$ cat config.mk
export PLATFORM = sky130hd
export DESIGN_NAME = vvfe_ctrl
export DESIGN_NICKNAME = d
export VERILOG_FILES = /design/src/hdl/voxel_visible_face_extract_defines.svh /design/src/hdl/vvfe_pkg.sv /design/src/hdl/vvfe_ctrl.sv
export SDC_FILE = /design/constraint.sdc
export NUM_CORES = 1
export LEC_CHECK = 0
export ABC_AREA = 1
export BUFFER_PORTS_ARGS = -buffer_cell sky130_fd_sc_hd__buf_2
export CAP_MARGIN = 10
export CORE_MARGIN = 5
export CORE_UTILIZATION = 55
export DETAILED_ROUTE_END_ITERATION = 8
export PLACE_DENSITY = 0.93
export SYNTH_ARGS = -nofsm -noshare
export SYNTH_HDL_FRONTEND = slang
export SYNTH_SLANG_ARGS = --single-unit
$ cat constraint.sdc
create_clock -name clock -period 4.03 [get_ports clock]
set_input_delay 0.6045 -clock clock [delete_from_list [all_inputs] [get_ports clock]]
set_output_delay 0.6045 -clock clock [all_outputs]
set_load 0.05 [all_outputs]
$ cat src/hdl/voxel_visible_face_extract_defines.svh
// Assertion macros shared by the voxel face extractor.
`ifndef VOXEL_VISIBLE_FACE_EXTRACT_DEFINES_SVH
`define VOXEL_VISIBLE_FACE_EXTRACT_DEFINES_SVH
`ifndef SYNTH
// Check a property on every clock edge outside reset.
`define VVFE_ASSERT(label, clk, rst, prop) \
   label: assert property (@(posedge clk) disable iff (rst) prop) \
      else $error("vvfe assertion failed");
// Check a property on every clock edge, reset included.
`define VVFE_ASSERT_RST(label, clk, prop) \
   label: assert property (@(posedge clk) prop) else $error("vvfe assertion failed");
`else
`define VVFE_ASSERT(label, clk, rst, prop)
`define VVFE_ASSERT_RST(label, clk, prop)
`endif
`endif

$ cat src/hdl/vvfe_pkg.sv
`timescale 1ns / 1ps
package vvfe_pkg;

   // Grid geometry and stored type width
   localparam int SIZE_XZ   = 16;
   localparam int SIZE_Y    = 256;
   localparam int TYPE_BITS = 8;

   // Field widths of the beats
   localparam int CMD_W     = 2;
   localparam int X_W       = 4;
   localparam int Y_W       = 8;
   localparam int Z_W       = 4;
   localparam int TYPE_IN_W = 8;
   localparam int DIR_W     = 3;
   localparam int VC_W      = 21;

   localparam int GRID_CELLS = SIZE_XZ * SIZE_XZ * SIZE_Y;
   localparam int ADDR_W     = (GRID_CELLS > 1) ? $clog2(GRID_CELLS) : 1;
   localparam int DIR_COUNT  = 6;
   localparam int RD_W       = 3;

   // Commands
   localparam logic [CMD_W-1:0] CMD_BEGIN = CMD_W'(0);
   localparam logic [CMD_W-1:0] CMD_WRITE = CMD_W'(1);
   localparam logic [CMD_W-1:0] CMD_MESH  = CMD_W'(2);

   // Read slots of one mesh pass: centre, then neighbors in face order
   localparam logic [RD_W-1:0] RD_CENTRE = RD_W'(0);
   localparam logic [RD_W-1:0] RD_PX     = RD_W'(1);
   localparam logic [RD_W-1:0] RD_NX     = RD_W'(2);
   localparam logic [RD_W-1:0] RD_PY     = RD_W'(3);
   localparam logic [RD_W-1:0] RD_NY     = RD_W'(4);
   localparam logic [RD_W-1:0] RD_PZ     = RD_W'(5);
   localparam logic [RD_W-1:0] RD_LAST   = RD_W'(6);

   localparam logic [VC_W-1:0] VC_STEP = VC_W'(4);

   typedef struct packed {
      logic [CMD_W-1:0]     cmd;
      logic [X_W-1:0]       block_x;
      logic [Y_W-1:0]       block_y;
      logic [Z_W-1:0]       block_z;
      logic [TYPE_IN_W-1:0] block_type;
   } req_type;

   typedef struct packed {
      logic [X_W-1:0]   face_x;
      logic [Y_W-1:0]   face_y;
      logic [Z_W-1:0]   face_z;
      logic [DIR_W-1:0] face_dir;
      logic [VC_W-1:0]  first_vertex;
      logic             last;
   } rsp_type;

   typedef struct packed {
      logic                 wr_en;
      logic [ADDR_W-1:0]    wr_addr;
      logic [TYPE_BITS-1:0] wr_data;
      logic                 rd_en;
      logic [ADDR_W-1:0]    rd_addr;
   } store_req_type;

   // Linear cell address, x fastest, then y, then z
   function automatic logic [ADDR_W-1:0] cell_addr(int x, int y, int z);
      int a;
      a = x + y * SIZE_XZ + z * (SIZE_XZ * SIZE_Y);
      return ADDR_W'(a);
   endfunction

endpackage

$ cat src/hdl/vvfe_ctrl.sv
`timescale 1ns / 1ps
module vvfe_ctrl import vvfe_pkg::*; (
   input  logic                 clock,
   input  logic                 reset,
   input  logic                 req_valid,
   output logic                 req_stall,
   input  req_type              req_data,
   output logic                 rsp_valid,
   input  logic                 rsp_stall,
   output rsp_type              rsp_data,
   input  logic                 clr_busy,
   output store_req_type        st_req,
   input  logic [TYPE_BITS-1:0] st_rd_data
);

   typedef enum logic [1:0] {S_IDLE, S_READ, S_DRAIN, S_EMIT} state_type;

   // Signed neighbor coordinates reach one below zero and one past the field
   localparam int XS_W   = X_W + 2;
   localparam int YS_W   = Y_W + 2;
   localparam int ZS_W   = Z_W + 2;
   localparam int TW_EXT = (TYPE_BITS > TYPE_IN_W) ? TYPE_BITS : TYPE_IN_W;
   localparam logic signed [XS_W-1:0] X_ONE = XS_W'(1);
   localparam logic signed [YS_W-1:0] Y_ONE = YS_W'(1);
   localparam logic signed [ZS_W-1:0] Z_ONE = ZS_W'(1);

   function automatic logic in_grid(logic signed [XS_W-1:0] x,
                                    logic signed [YS_W-1:0] y,
                                    logic signed [ZS_W-1:0] z);
      return (x >= 0) && (x < SIZE_XZ) && (y >= 0) && (y < SIZE_Y) &&
             (z >= 0) && (z < SIZE_XZ);
   endfunction

   state_type              state_ff, state_in;
   logic [X_W-1:0]         cx_ff, cx_in;
   logic [Y_W-1:0]         cy_ff, cy_in;
   logic [Z_W-1:0]         cz_ff, cz_in;
   logic [RD_W-1:0]        rd_idx_ff, rd_idx_in;
   logic                   rd_pend_ff, rd_pend_in;
   logic [RD_W-1:0]        rd_tag_ff, rd_tag_in;
   logic                   rd_ok_ff, rd_ok_in;
   logic                   solid_ff, solid_in;
   logic [DIR_COUNT-1:0]   air_ff, air_in;
   logic [VC_W-1:0]        vc_ff, vc_in;
   logic                   rsp_valid_ff, rsp_valid_in;
   rsp_type                rsp_data_ff, rsp_data_in;

   logic                   accept;
   logic                   ret_air;
   logic signed [XS_W-1:0] sx, nx, wx;
   logic signed [YS_W-1:0] sy, ny, wy;
   logic signed [ZS_W-1:0] sz, nz, wz;
   logic                   n_ok;
   logic [TW_EXT-1:0]      type_ext;
   logic [DIR_W-1:0]       sel;
   logic [DIR_COUNT-1:0]   air_rest;

   // Form the coordinates of the cell read in this slot
   always_comb begin
      sx = XS_W'(cx_ff);
      sy = YS_W'(cy_ff);
      sz = ZS_W'(cz_ff);
      nx = sx;
      ny = sy;
      nz = sz;
      case (rd_idx_ff)
         RD_PX:   nx = sx + X_ONE;
         RD_NX:   nx = sx - X_ONE;
         RD_PY:   ny = sy + Y_ONE;
         RD_NY:   ny = sy - Y_ONE;
         RD_PZ:   nz = sz + Z_ONE;
         RD_LAST: nz = sz - Z_ONE;
         default: ;
      endcase
      n_ok = in_grid(nx, ny, nz);
   end

   // Pick the lowest pending face
   always_comb begin
      sel = '0;
      for (int i = DIR_COUNT - 1; i >= 0; i--) begin
         if (air_ff[i]) begin
            sel = DIR_W'(i);
         end
      end
      air_rest      = air_ff;
      air_rest[sel] = 1'b0;
   end

   assign req_stall = (state_ff != S_IDLE) || clr_busy;
   assign accept    = req_valid && !req_stall;
   assign ret_air   = !rd_ok_ff || (st_rd_data == '0);

   always_comb begin
      state_in     = state_ff;
      cx_in        = cx_ff;
      cy_in        = cy_ff;
      cz_in        = cz_ff;
      rd_idx_in    = rd_idx_ff;
      rd_pend_in   = 1'b0;
      rd_tag_in    = rd_idx_ff;
      rd_ok_in     = n_ok;
      solid_in     = solid_ff;
      air_in       = air_ff;
      vc_in        = vc_ff;
      rsp_valid_in = rsp_valid_ff && rsp_stall;
      rsp_data_in  = rsp_data_ff;

      // Write beats go straight to the store at acceptance
      wx       = XS_W'(req_data.block_x);
      wy       = YS_W'(req_data.block_y);
      wz       = ZS_W'(req_data.block_z);
      type_ext = TW_EXT'(req_data.block_type);
      st_req.wr_en   = accept && (req_data.cmd == CMD_WRITE) && in_grid(wx, wy, wz);
      st_req.wr_addr = cell_addr(int'(wx), int'(wy), int'(wz));
      st_req.wr_data = type_ext[TYPE_BITS-1:0];
      st_req.rd_en   = 1'b0;
      st_req.rd_addr = cell_addr(int'(nx), int'(ny), int'(nz));

      // Fold the returned read into solid and air flags
      if (rd_pend_ff) begin
         if (rd_tag_ff == RD_CENTRE) begin
            solid_in = !ret_air;
         end else begin
            air_in[DIR_W'(rd_tag_ff - 1'b1)] = ret_air;
         end
      end

      case (state_ff)
         S_IDLE: begin
            if (accept) begin
               cx_in = req_data.block_x;
               cy_in = req_data.block_y;
               cz_in = req_data.block_z;
               if (req_data.cmd == CMD_BEGIN) begin
                  vc_in = '0;
               end
               if (req_data.cmd == CMD_MESH) begin
                  state_in  = S_READ;
                  rd_idx_in = RD_CENTRE;
                  solid_in  = 1'b0;
                  air_in    = '0;
               end
            end
         end
         S_READ: begin
            st_req.rd_en = 1'b1;
            rd_pend_in   = 1'b1;
            if (rd_idx_ff == RD_LAST) begin
               state_in = S_DRAIN;
            end else begin
               rd_idx_in = rd_idx_ff + 1'b1;
            end
         end
         S_DRAIN: begin
            state_in = (solid_in && (air_in != '0)) ? S_EMIT : S_IDLE;
         end
         S_EMIT: begin
            // Load the next face once the output register is free
            if (!rsp_valid_ff || !rsp_stall) begin
               rsp_valid_in              = 1'b1;
               rsp_data_in.face_x        = cx_ff;
               rsp_data_in.face_y        = cy_ff;
               rsp_data_in.face_z        = cz_ff;
               rsp_data_in.face_dir      = sel;
               rsp_data_in.first_vertex  = vc_ff;
               rsp_data_in.last          = (air_rest == '0);
               vc_in                     = vc_ff + VC_STEP;
               air_in                    = air_rest;
               if (air_rest == '0) begin
                  state_in = S_IDLE;
               end
            end
         end
         default: begin
            state_in = S_IDLE;
         end
      endcase
   end

   always_ff @(posedge clock) begin
      if (reset) begin
         state_ff     <= S_IDLE;
         rd_pend_ff   <= 1'b0;
         vc_ff        <= '0;
         rsp_valid_ff <= 1'b0;
      end else begin
         state_ff     <= state_in;
         rd_pend_ff   <= rd_pend_in;
         vc_ff        <= vc_in;
         rsp_valid_ff <= rsp_valid_in;
      end
      cx_ff       <= cx_in;
      cy_ff       <= cy_in;
      cz_ff       <= cz_in;
      rd_idx_ff   <= rd_idx_in;
      rd_tag_ff   <= rd_tag_in;
      rd_ok_ff    <= rd_ok_in;
      solid_ff    <= solid_in;
      air_ff      <= air_in;
      rsp_data_ff <= rsp_data_in;
   end

   assign rsp_valid = rsp_valid_ff;
   assign rsp_data  = rsp_data_ff;

endmodule

### After elaboration in Yosys (flattened, before gate mapping)

Index checks and enable logic that the tools add are counted.
Widths: inputs -> output; s select.

| storage, ports and cells | value |
|---|---|
| output and inout bits | 85 |
| logic and storage cells | 137 |
| input bits | 39 |
| register bits | 96 |

| operators by class | value |
|---|---|
| order comparisons | 10 |
| add/subtract/negate cells | 13 |
| reduce and logical (&&, ||, !) cells | 33 |
| muxes and demuxes | 43 |
| equal/unequal tests | 18 |
| bitwise operators | 2 |

Operator list:

| operator | count |
|---|---|
| $mux 21 | 3 |
| $pmux 21 s2 | 1 |
| $pmux 6 s2 | 3 |
| $mux 6 | 5 |
| $mux 3 | 9 |
| $add 21x3->21 const B | 1 |
| $pmux 10 s2 | 1 |
| $add 13x16->16 | 1 |
| $add 15x16->16 | 1 |
| $add 6x14->15 | 1 |
| $ne 2x2->1 const B | 7 |
| $add 4x12->13 | 1 |
| $ge 6x1->1 const B | 2 |
| $lt 6x6->1 const B | 2 |
| $mux 2 | 6 |
| $logic_and 1x1->1 | 11 |
| $add 4x1->5 const B | 2 |
| $ge 10x1->1 const B | 1 |
| $lt 10x10->1 const B | 1 |
| $mux 1 | 10 |
| $sub 4x1->5 const B | 2 |
| $add 8x1->9 const B | 1 |
| $eq 3x3->1 const B | 3 |
| $sub 8x1->9 const B | 1 |
| other kinds (25) | 43 |

### Logic depth before layout (Yosys ltp)

Gate-level depths: netlist of the first run.

| depth | value |
|---|---|
| depth in word-level cells | 16 |
| gate-level depth with buffers | 17 |
| gate-level depth less buffers | 17 |

### Least setup slack after synthesis of the first run

No wires, ideal clock.

| timing path | value |
|---|---|
| kind | register to output |
| from | register cy_ff[0] |
| to | output port st_req[14] (netlist bit) |
| arrival time | 3.555 ns |
| stages on the path, launching flop included | 16 |
| setup slack | -0.129 ns |
| required time | 3.425 ns |
| path buffers | 0 |
| cells stage by stage | edfxtp_1 -> inv_1 -> ha_1 -> inv_1 -> nor3_1 -> nand2_1 -> nor4_1 -> o21ai_0 -> fa_1 -> inv_1 -> ha_1 -> nand2_1 -> nor2_1 -> nand3_1 -> o2111ai_1 -> xor2_1 |

RTL lines:

| what | RTL line | source |
|---|---|---|
| start: declaration | vvfe_ctrl.sv:36 | `logic [Y_W-1:0] cy_ff, cy_in;` |
| start signal: assignment | vvfe_ctrl.sv:194 | `cy_ff <= cy_in;` |
| end: declaration | vvfe_ctrl.sv:12 | `output store_req_type st_req,` |

==> results.json, run 1 <==
{
  "final_nets": 842,
  "die_h_um": 110,
  "ys_top_cells_by_count": "nand2_1, inv_1, nor2_1",
  "muxShareOfSynthArea_pct": 0.183,
  "drive_gt1_share_pct": 33.2,
  "core_area_um2": 9730,
  "viasPerCell": 5.93,
  "min_from": "req_data[16]",
  "finish.utilization_pct": 71.8,
  "fin_hold_ws_ns": 0.414,
  "clock_path_buffers": 2,
  "fin_total_pwr_mw": 4.11,
  "yosysUniqueCellTypes": 46,
  "finalMaxSlewViolations": 0,
  "critPathSlowestCell": "fa_1",
  "synth_flop_cell": "edfxtp_1",
  "dieArea_um2": 12100,
  "cts_root_buf": "clkbuf_8",
  "insertion_delay_ns": 0.37,
  "hold_violations": 0,
  "gp_congestion": 0.973,
  "multi_input_area_um2": 2980,
  "ff_latch_area_um2": 2420,
  "path_max_fanout": 4,
  "rr_endpoint": "vc_ff[7]",
  "grt_max_degree": 29,
  "syn_inst": 643,
  "holdCritPathClass": "primary input to flop",
  "p_per_area_nw_per_um2": 589,
  "reg2reg_depth": 8,
  "min_to": "cy_ff[4]",
  "port_buffers": 105,
  "synthTopCellsByArea": "edfxtp_1, dfxtp_1, ha_1, nand2_1, inv_1",
  "dp_hpwl_um": 9250,
  "via_count": 5339,
  "cts_max_level": 3,
  "initialDrtViolationCount": 578,
  "worstSetupPathType": "flop to output port",
  "met3_usage_pct": 3.29,
  "synth_xor_area_share_pct": 3.04,
  "path_clk_slew_ns": 0.11,
  "row_count": 36,
  "wirelength_um": 16100,
  "power.leakage_nw": 2.90,
  "tightest_slew_ns": 0.841,
  "yosys.area.top_type_share_pct": 31.8,
  "synthSimpleGateAreaFrac_pct": 20.1,
  "cts_hold_buf": 0,
  "gr-usage-met1_pct": 27.2,
  "synth_top_family_by_area": "simple AND/OR/NAND/NOR gates",
  "slew_headroom_pct": 43.9,
  "firstDrtPassIters": 6,
  "peakVddDrop_uv": 480,
  "layout_min_cycle_time_ns": 4.19,
  "die_width_um": 110,
  "rsz0062_at_grt": "yes",
  "ios": 124,
  "cts_tree": "yes",
  "critPathLaunchType": "flop",
  "yosysWarnings": 0,
  "skew_ns": 0.00978,
  "nFillCells": 626,
  "clock_sinks": 92,
  "layout_setup_ws_ns": -0.157,
  "fin_setup_tns_ns": -0.452,
  "synth_area_um2": 5480,
  "violations": "negative setup slack",
  "synth.most_common_cell": "nand2_1",
  "synth_fa_ha_area_share_pct": 9.91,
  "synth_edf_count": 58,
  "ant_nets": 0,
  "async_flop_share_pct": 0,
  "drc_errors": 0,
  "grt.busiest_layer": "met2",
  "wire_per_inst_um": 17.8,
  "fin_crit_sh_pct": 104,
  "synth_seq_cells": 92,
  "numCtsBuffers": 9,
  "fmax_mhz": 239,
  "crit_required_ns": 3.43,
  "cp_data_arrival_time_ns": 3.58,
  "grt_antenna_before_repair": 0,
  "grt_usage_pct": 22.2,
  "n_antenna_cell": 0,
  "endpoint_kind": "output port",
  "use_met2_pct": 38.6,
  "synth_top_cell_by_area": "edfxtp_1",
  "synth_compound_area_share_pct": 11.9,
  "grt_pass1_wl_um": 21200,
  "whs_path_depth": 1,
  "overflow": 0,
  "r2r_start": "state_ff[0]",
  "areaGrowthSynthToFinish_pct": 27.5,
  "grt_pass1_vias": 4606,
  "reg2reg_slack_ns": 1.40,
  "setup_viol": 6,
  "ys_seq_area_share_pct": 44.2,
  "status": "finished, violations left",
  "cap_violations": 0,
  "crit_path_max_incr_delay_ns": 0.53,
  "syn_area_per_cell_um2": 8.52,
  "path_cells": "buf_6 > inv_4 > ha_4 > inv_2 > nor3_4 > nand2_2 > nor4_4 > buf_4 > o21ai_2 > fa_1 > inv_2 > ha_4 > a21o_1 > nand3_1 > nand4_1 > nand3b_1 > nand2_1 > buf_6",
  "start_util_pct": 56.3
}
==> sequential cells by signal (all words and copies together) (netlist names) <==
register    count
rd_tag_ff       3
vc_ff          19
rsp_data       39
rd_ok_ff        1
air_ff          6
rsp_valid       1
cy_ff           8
rd_pend_ff      1
rd_idx_ff       3
cz_ff           4
solid_ff        1
state_ff        2
cx_ff           4
==> report_power, final <==
part | internal (mW) | total [mW] | switching (mW)
clock network | 0.252 | 0.648 | 0.397
logic | 0.753 | 2.25 | 1.49
registers | 1.12 | 1.22 | 0.102
==> how the worst max path moves through the flow <==
stage                      start    endpoint  slack (ns)  depth (start not counted)
finish                  cy_ff[1]  st_req[15]       -0.16                         18
global route            cy_ff[1]  st_req[15]       -0.35                         19
CTS                     cy_ff[0]  st_req[15]       -0.02                         17
detailed placement      cy_ff[1]  st_req[15]        0.05                         17
global placement        cy_ff[1]  st_req[15]        0.16                         17
floorplan           rd_idx_ff[0]  st_req[12]        0.02                         14
==> what timing repair did <==
item / CTS / global route
resized for setup: 47 / 89
buffers inserted: 7 / 18
cloned: 0 / 0
pin swaps: 18 / 39
setup endpoints to repair: 7 / 8
==> worst max-delay path: cells and delay by family (launching register included) <==
family          cells  cell delay (ns)
compound gates      2             0.27
fa+ha+maj           3             0.93
buf+inv             6             0.65
flops               1             0.43
simple gates        7             0.92
==> logic make-up after synthesis <==
kind of cell / Yosys count
buffers and inverters: 125
xor gates and xnor gates: 19
DFF: 92
adders and majority gates: 41
and+or+nand+nor: 251
AOI/OAI and AO/OA: 113
other: 1
muxes: 1
==> stage by stage <==
step / instances / setup slack (ns) / cell area, µm²
2_1_floorplan: 644 / 0.0195 / 5500
3_5_place_dp: 859 / 0.0490 / 6050
5_1_grt: 900 / -0.348 / 6980
4_1_cts: 882 / -0.0242 / 6470
6_report: 900 / -0.157 / 6980
3_3_place_gp: 859 / 0.155 / 6050
==> placed cells by master (no fill, tap or decap), types with 14 or more instances in the layout <==
cell type  count
ha_1          15
ha_4          18
edfxtp_1      58
inv_1         73
nor2_1        53
nand3_1       40
dfxtp_1       34
buf_2         99
inv_2         14
o21ai_0       23
nand4_1       17
nand2_1       94
buf_4         35
a21oi_1       32
==> routing by layer <==
metal	share of wire (%)	up-vias	routed length, µm
met1	37	2442	5920
met2	48	383	7670
li1	-	2397	-
met3	8.6	117	1380
met5	0	-	0
met4	6.7	0	1080
==> area by class of cell <==
class / count / share of cell area (%)
Multi-Input combinational cell: 427 / 42.7
Sequential cell: 92 / 34.7
Timing Repair Buffer: 142 / 12.1
Inverter: 90 / 5.02
Tap cell: 133 / 2.38
Clock buffer: 9 / 1.77
Clock inverter: 7 / 1.27
(Power assumes the default switching activity.)
==> run 2: changes to the inputs <==
- PLACE_DENSITY: 0.93 -> 0.87
==> run 2 against run 1 <==
  * The flow still finishes with violations (negative setup slack)
  * Global-route usage is 1.1 points higher
  * Sequential power hardly changed
  * Final cell count decreased by 1.0%
  * Combinational power shrank 6%
  * Setup slack got worse by 0.0021 ns
  * Sequential share of layout area grew 0.96 points
  * Sequential cell count did not move
  * Fmax barely moved
  * Non-clock buffer count shrank 9
==> results.json, run 2 (synthesized netlist as in run 1, its figures left out) <==
{
  "status": "finished, violations left",
  "violations": "negative setup slack",
  "drc_errors": 0,
  "final_cell_mix": "buf_2, nand2_1, inv_1",
  "final_common_cell": "buf_2",
  "insertion_delay_ns": 0.37,
  "viasPerCell": 5.69,
  "path_clk_slew_ns": 0.09,
  "crit_required_ns": 3.43,
  "port_buffers": 105,
  "crit_path_max_incr_delay_ns": 0.48,
  "endpoint_kind": "output port",
  "finalMaxSlewViolations": 0,
  "drive_gt1_share_pct": 30.1,
  "critPathLaunchType": "flop",
  "fmax_mhz": 239,
  "grt_max_degree": 26,
  "place_inst": 857,
  "tightest_slew_ns": 0.899,
  "cap_violations": 0,
  "cts_root_buf": "clkbuf_8",
  "final_nets": 833,
  "grt_pass1_vias": 4753,
  "dp_hpwl_um": 9720,
  "setup_viol": 5,
  "grt_antenna_before_repair": 0,
  "rsz0062_at_grt": "yes",
  "overflow": 0,
  "row_count": 36,
  "p_per_area_nw_per_um2": 581,
  "slew_headroom_pct": 39.9,
  "initialDrtViolationCount": 382,
  "cts_max_level": 3,
  "areaGrowthSynthToFinish_pct": 24.1,
  "clock_sinks": 92,
  "skew_ns": 0.0133,
  "critPathSlowestCell": "edfxtp_1",
  "fin_hold_ws_ns": 0.419,
  "path_max_fanout": 6,
  "fin_crit_sh_pct": 104,
  "wirelength_um": 14700,
  "cp_data_arrival_time_ns": 3.58,
  "start_util_pct": 56.3,
  "hold_violations": 0,
  "grt_usage_pct": 23.3,
  "via_count": 5066,
  "core_area_um2": 9730,
  "holdCritPathClass": "primary input to flop",
  "cts_hold_buf": 0,
  "ant_nets": 0,
  "power.leakage_nw": 2.84,
  "cts_tree": "yes",
  "clock_path_buffers": 2,
  "grt_pass1_wl_um": 22100,
  "ios": 124,
  "layout_min_cycle_time_ns": 4.19,
  "stdcell_count": 891,
  "wire_per_inst_um": 16.5,
  "peakVddDrop_uv": 321,
  "largest_reg_flops": 39,
  "fin_setup_tns_ns": -0.250,
  "numCtsBuffers": 9,
  "die_width_um": 110,
  "die_h_um": 110,
  "layout_setup_ws_ns": -0.159,
  "worstSetupPathType": "flop to output port",
  "firstDrtPassIters": 5,
  "dieArea_um2": 12100,
  "gp_congestion": 0.926,
  "n_antenna_cell": 0,
  "path_cells": "ha_2 > ha_4 > inv_2 > a21oi_1 > nand2_1 > o211ai_1 > o21ai_1 > inv_1 > ha_1 > ha_4 > nand2_1 > nor3_4 > a21oi_2 > nor2_1 > nor2_2 > xnor2_2 > buf_6"
}
## run 2: changes by cell type in the layout (fill, tap and decap cells not counted), sizes merged
cell      delta
clkinv       -3
clkbuf       +2
buf          -9
clkinvlp     +2
inv          -1
## run 2: what timing repair did
| action | in CTS | in global routing |
|---|---|---|
| pin swaps | 16 | 24 |
| cloned | 0 | 0 |
| setup buffers | 8 | 10 |
| gates resized for setup | 50 | 59 |
| setup endpoints to repair | 7 | 7 |
## run 2: path summary, 6_finish.rpt
kind	startpoint	end	slack (ns)	cells after the start
setup / recovery	rd_idx_ff[0]	st_req[13]	-0.16	17
hold / removal	req_data[20]	cx_ff[0]	0.42	1
setup reg to reg	state_ff[0]	rsp_data[12]	1.35	4
hold reg to reg	vc_ff[5]	rsp_data[6]	0.45	0
## run 2: critical path, delay by kind of cell (launching register included)
kind,cells,cell delay (ns)
compound gates,4,0.37
xor+xnor,1,0.24
fa+ha+maj,4,1.12
buf+inv,3,0.39
flops,1,0.48
simple gates,5,0.63
## run 2: report_power, final
group          internal, mW  switching, mW  leakage (nW)  total [mW]
combinational         0.699           1.42          1.95        2.12
sequential             1.12         0.0866         0.789        1.20
clock                 0.284          0.344        0.0990       0.628
total                  2.10           1.85          2.84        3.95
## run 2: metal layers
metal	GRT usage [%]	up-vias	wire, µm
met5	0	-	0
met4	9.88	0	489
met3	6.64	43	1210
met2	38.8	261	7150
met1	28.1	2391	5820
li1	-	2371	-
## run 2: layout make-up
type                       count  area [µm²]
fill                         730        2930
multi-input combinational    427        2890
sequential                    92        2420
timing repair buffer         133         773
inverter                      90         345
tap                          133         166
clock buffer                  11         163
clock inverter                 5        40.0
## run 2: through the flow
step | setup WS, ns | power [mW] | cell area, µm² | util (%)
2_1_floorplan | 0.0195 | 2.53 | 5500 | -
3_3_place_gp | 0.136 | 2.81 | 6030 | 62.0
3_5_place_dp | 0.0496 | 2.86 | 6030 | 62.0
4_1_cts | -0.0323 | 3.68 | 6490 | 66.7
5_1_grt | -0.290 | 4.17 | 6800 | 69.8
6_report | -0.159 | 3.95 | 6800 | 69.8
==> run 3: changes to the inputs <==
- CORE_UTILIZATION: 55 -> 50
- PLACE_DENSITY: 0.87 -> 0.84
- clock period: 4.03 -> 3.7 ns (I/O delays scaled with it)
==> run 3 against run 2 <==
  * The flow still finishes with violations (negative setup slack)
  * Clock skew is essentially flat
  * Sequential power grew 9%
  * Highest routed layer unchanged
  * Register-to-register slack lost 0.26 ns
  * Setup slack lost 0.17 ns
  * Largest power group unchanged
  * Via count grew 0.67%
  * Critical path depth is the same
  * Die area grew 9.1%
  * Core utilization shrank 3.2 points
  * Count of clock-buffer cells in the layout shrank 2
  * Critical path type unchanged
  * Final area grew 5.8%
  * Worst hold slack lost 0.056 ns
==> results.json, run 3 (synthesized netlist as in run 1, its figures left out) <==
{
  "dp_hpwl_um": 9200,
  "slew_headroom_pct": 47.1,
  "rsz0062_at_grt": "yes",
  "n_antenna_cell": 0,
  "skew_ns": 0.0130,
  "holdCritPathClass": "primary input to flop",
  "reg2reg_slack_ns": 1.09,
  "port_buffers": 105,
  "overflow": 0,
  "cts_max_level": 3,
  "final_cell_mix": "buf_2, nand2_1, inv_1",
  "dieArea_um2": 13100,
  "clock_path_buffers": 2,
  "reg2reg_depth": 8,
  "r2r_start": "state_ff[0]",
  "insertion_delay_ns": 0.37,
  "gp_congestion": 0.896,
  "fmax_mhz": 248,
  "final_common_cell": "buf_2",
  "grt_usage_pct": 21.2,
  "endpoint_kind": "output port",
  "viasPerCell": 5.54,
  "drc_errors": 0,
  "finalMaxSlewViolations": 0,
  "p_per_area_nw_per_um2": 631,
  "areaGrowthSynthToFinish_pct": 31.3,
  "crit_required_ns": 3.14,
  "final_nets": 855,
  "pre_cts_slack_ns": -0.152,
  "initialDrtViolationCount": 374,
  "fin_total_pwr_mw": 4.54,
  "via_count": 5100,
  "crit_end": "st_req[13]",
  "status": "finished, violations left",
  "core_area_um2": 10800,
  "row_count": 38,
  "hold_violations": 0,
  "worstSetupPathType": "flop to output port",
  "ios": 124,
  "violations": "negative setup slack",
  "numCtsBuffers": 9,
  "whs_path_depth": 1,
  "rr_endpoint": "vc_ff[11]",
  "peakVddDrop_uv": 646,
  "wirelength_um": 14900,
  "setup.worst_path.start": "rd_idx_ff[1]",
  "setup_viol": 9,
  "largest_reg_flops": 39,
  "die_width_um": 115,
  "grt_pass1_vias": 4732,
  "fin_hold_ws_ns": 0.363,
  "wire_per_inst_um": 16.2,
  "layout_setup_ws_ns": -0.332,
  "start_util_pct": 50.8,
  "path_max_fanout": 5,
  "ant_nets": 0,
  "cap_violations": 0,
  "power.leakage_nw": 3.01,
  "tightest_slew_ns": 0.793,
  "grt_antenna_before_repair": 0,
  "grt_max_degree": 18,
  "cp_data_arrival_time_ns": 3.48,
  "cts_root_buf": "clkbuf_8",
  "clock_sinks": 92,
  "drive_gt1_share_pct": 35.3,
  "nFillCells": 785,
  "layout_min_cycle_time_ns": 4.03,
  "path_clk_slew_ns": 0.10,
  "cts_tree": "yes",
  "grt_pass1_wl_um": 22400,
  "firstDrtPassIters": 5,
  "critPathLaunchType": "flop",
  "fin_crit_sh_pct": 109,
  "die_h_um": 115
}
run 3: worst max-delay path, cell delays in order, from the launching register on:
cell,delay (ns)
edfxtp_1,0.48
ha_2,0.27
ha_4,0.20
buf_4,0.16
nand2_1,0.08
o221ai_1,0.13
o21ai_1,0.17
inv_1,0.12
ha_4,0.18
ha_4,0.28
buf_6,0.13
nand2_4,0.06
nor3_4,0.21
a21oi_2,0.09
nor2_1,0.13
nor2_2,0.06
xnor2_2,0.17
buf_6,0.18
run 3: cell type report:
class / instances / area [µm²] / share of cell area, %
well taps: 140 / 175 / 2.44
multi-input cells: 427 / 3080 / 42.8
repair buffers: 155 / 983 / 13.7
inverters: 90 / 350 / 4.87
clock inverters: 7 / 57.6 / 0.800
flip-flops and latches: 92 / 2420 / 33.7
clock buffers: 9 / 124 / 1.72
run 3: what timing repair did:
action	CTS	global route
hold buffers	0	0
setup endpoints to repair	8	9
buffers inserted	11	11
resized for setup	95	60
pin swaps	40	34
run 3: metal layers:
layer / global-route usage, % / routed length (µm) / vias up
met5: 0 / 0 / -
met2: 37.8 / 7670 / 240
met3: 4.97 / 1020 / 56
met4: 6.89 / 458 / 0
li1: - / - / 2417
met1: 25.1 / 5740 / 2387
run 3: report_power, final:
group / total, mW / internal [mW] / switching (mW)
Combinational: 2.60 / 0.936 / 1.66
Clock: 0.634 / 0.254 / 0.381
Sequential: 1.31 / 1.22 / 0.0921
run 3: per-stage QoR:
| step | setup TNS, ns | utilization [%] | cell area (µm²) | std cells |
|---|---|---|---|---|
| floorplan | -0.0909 | - | 5540 | 644 |
| global placement | -0.0144 | 57.7 | 6230 | 884 |
| CTS | -1.07 | 63.9 | 6900 | 911 |
| global route | -3.38 | 66.6 | 7190 | 920 |
| finish | -2.14 | 66.6 | 7190 | 920 |
| detailed placement | -0.413 | 57.7 | 6230 | 884 |
run 3: worst min path at each step:
stage | start | to | slack, ns
floorplan | rd_idx_ff[1] | rd_tag_ff[1] | 0.40
global placement | rd_idx_ff[1] | rd_tag_ff[1] | 0.41
detailed placement | rd_idx_ff[2] | rd_tag_ff[2] | 0.42
CTS | req_data[9] | cz_ff[1] | 0.34
global route | req_data[9] | cz_ff[1] | 0.33
finish | req_data[9] | cz_ff[1] | 0.36
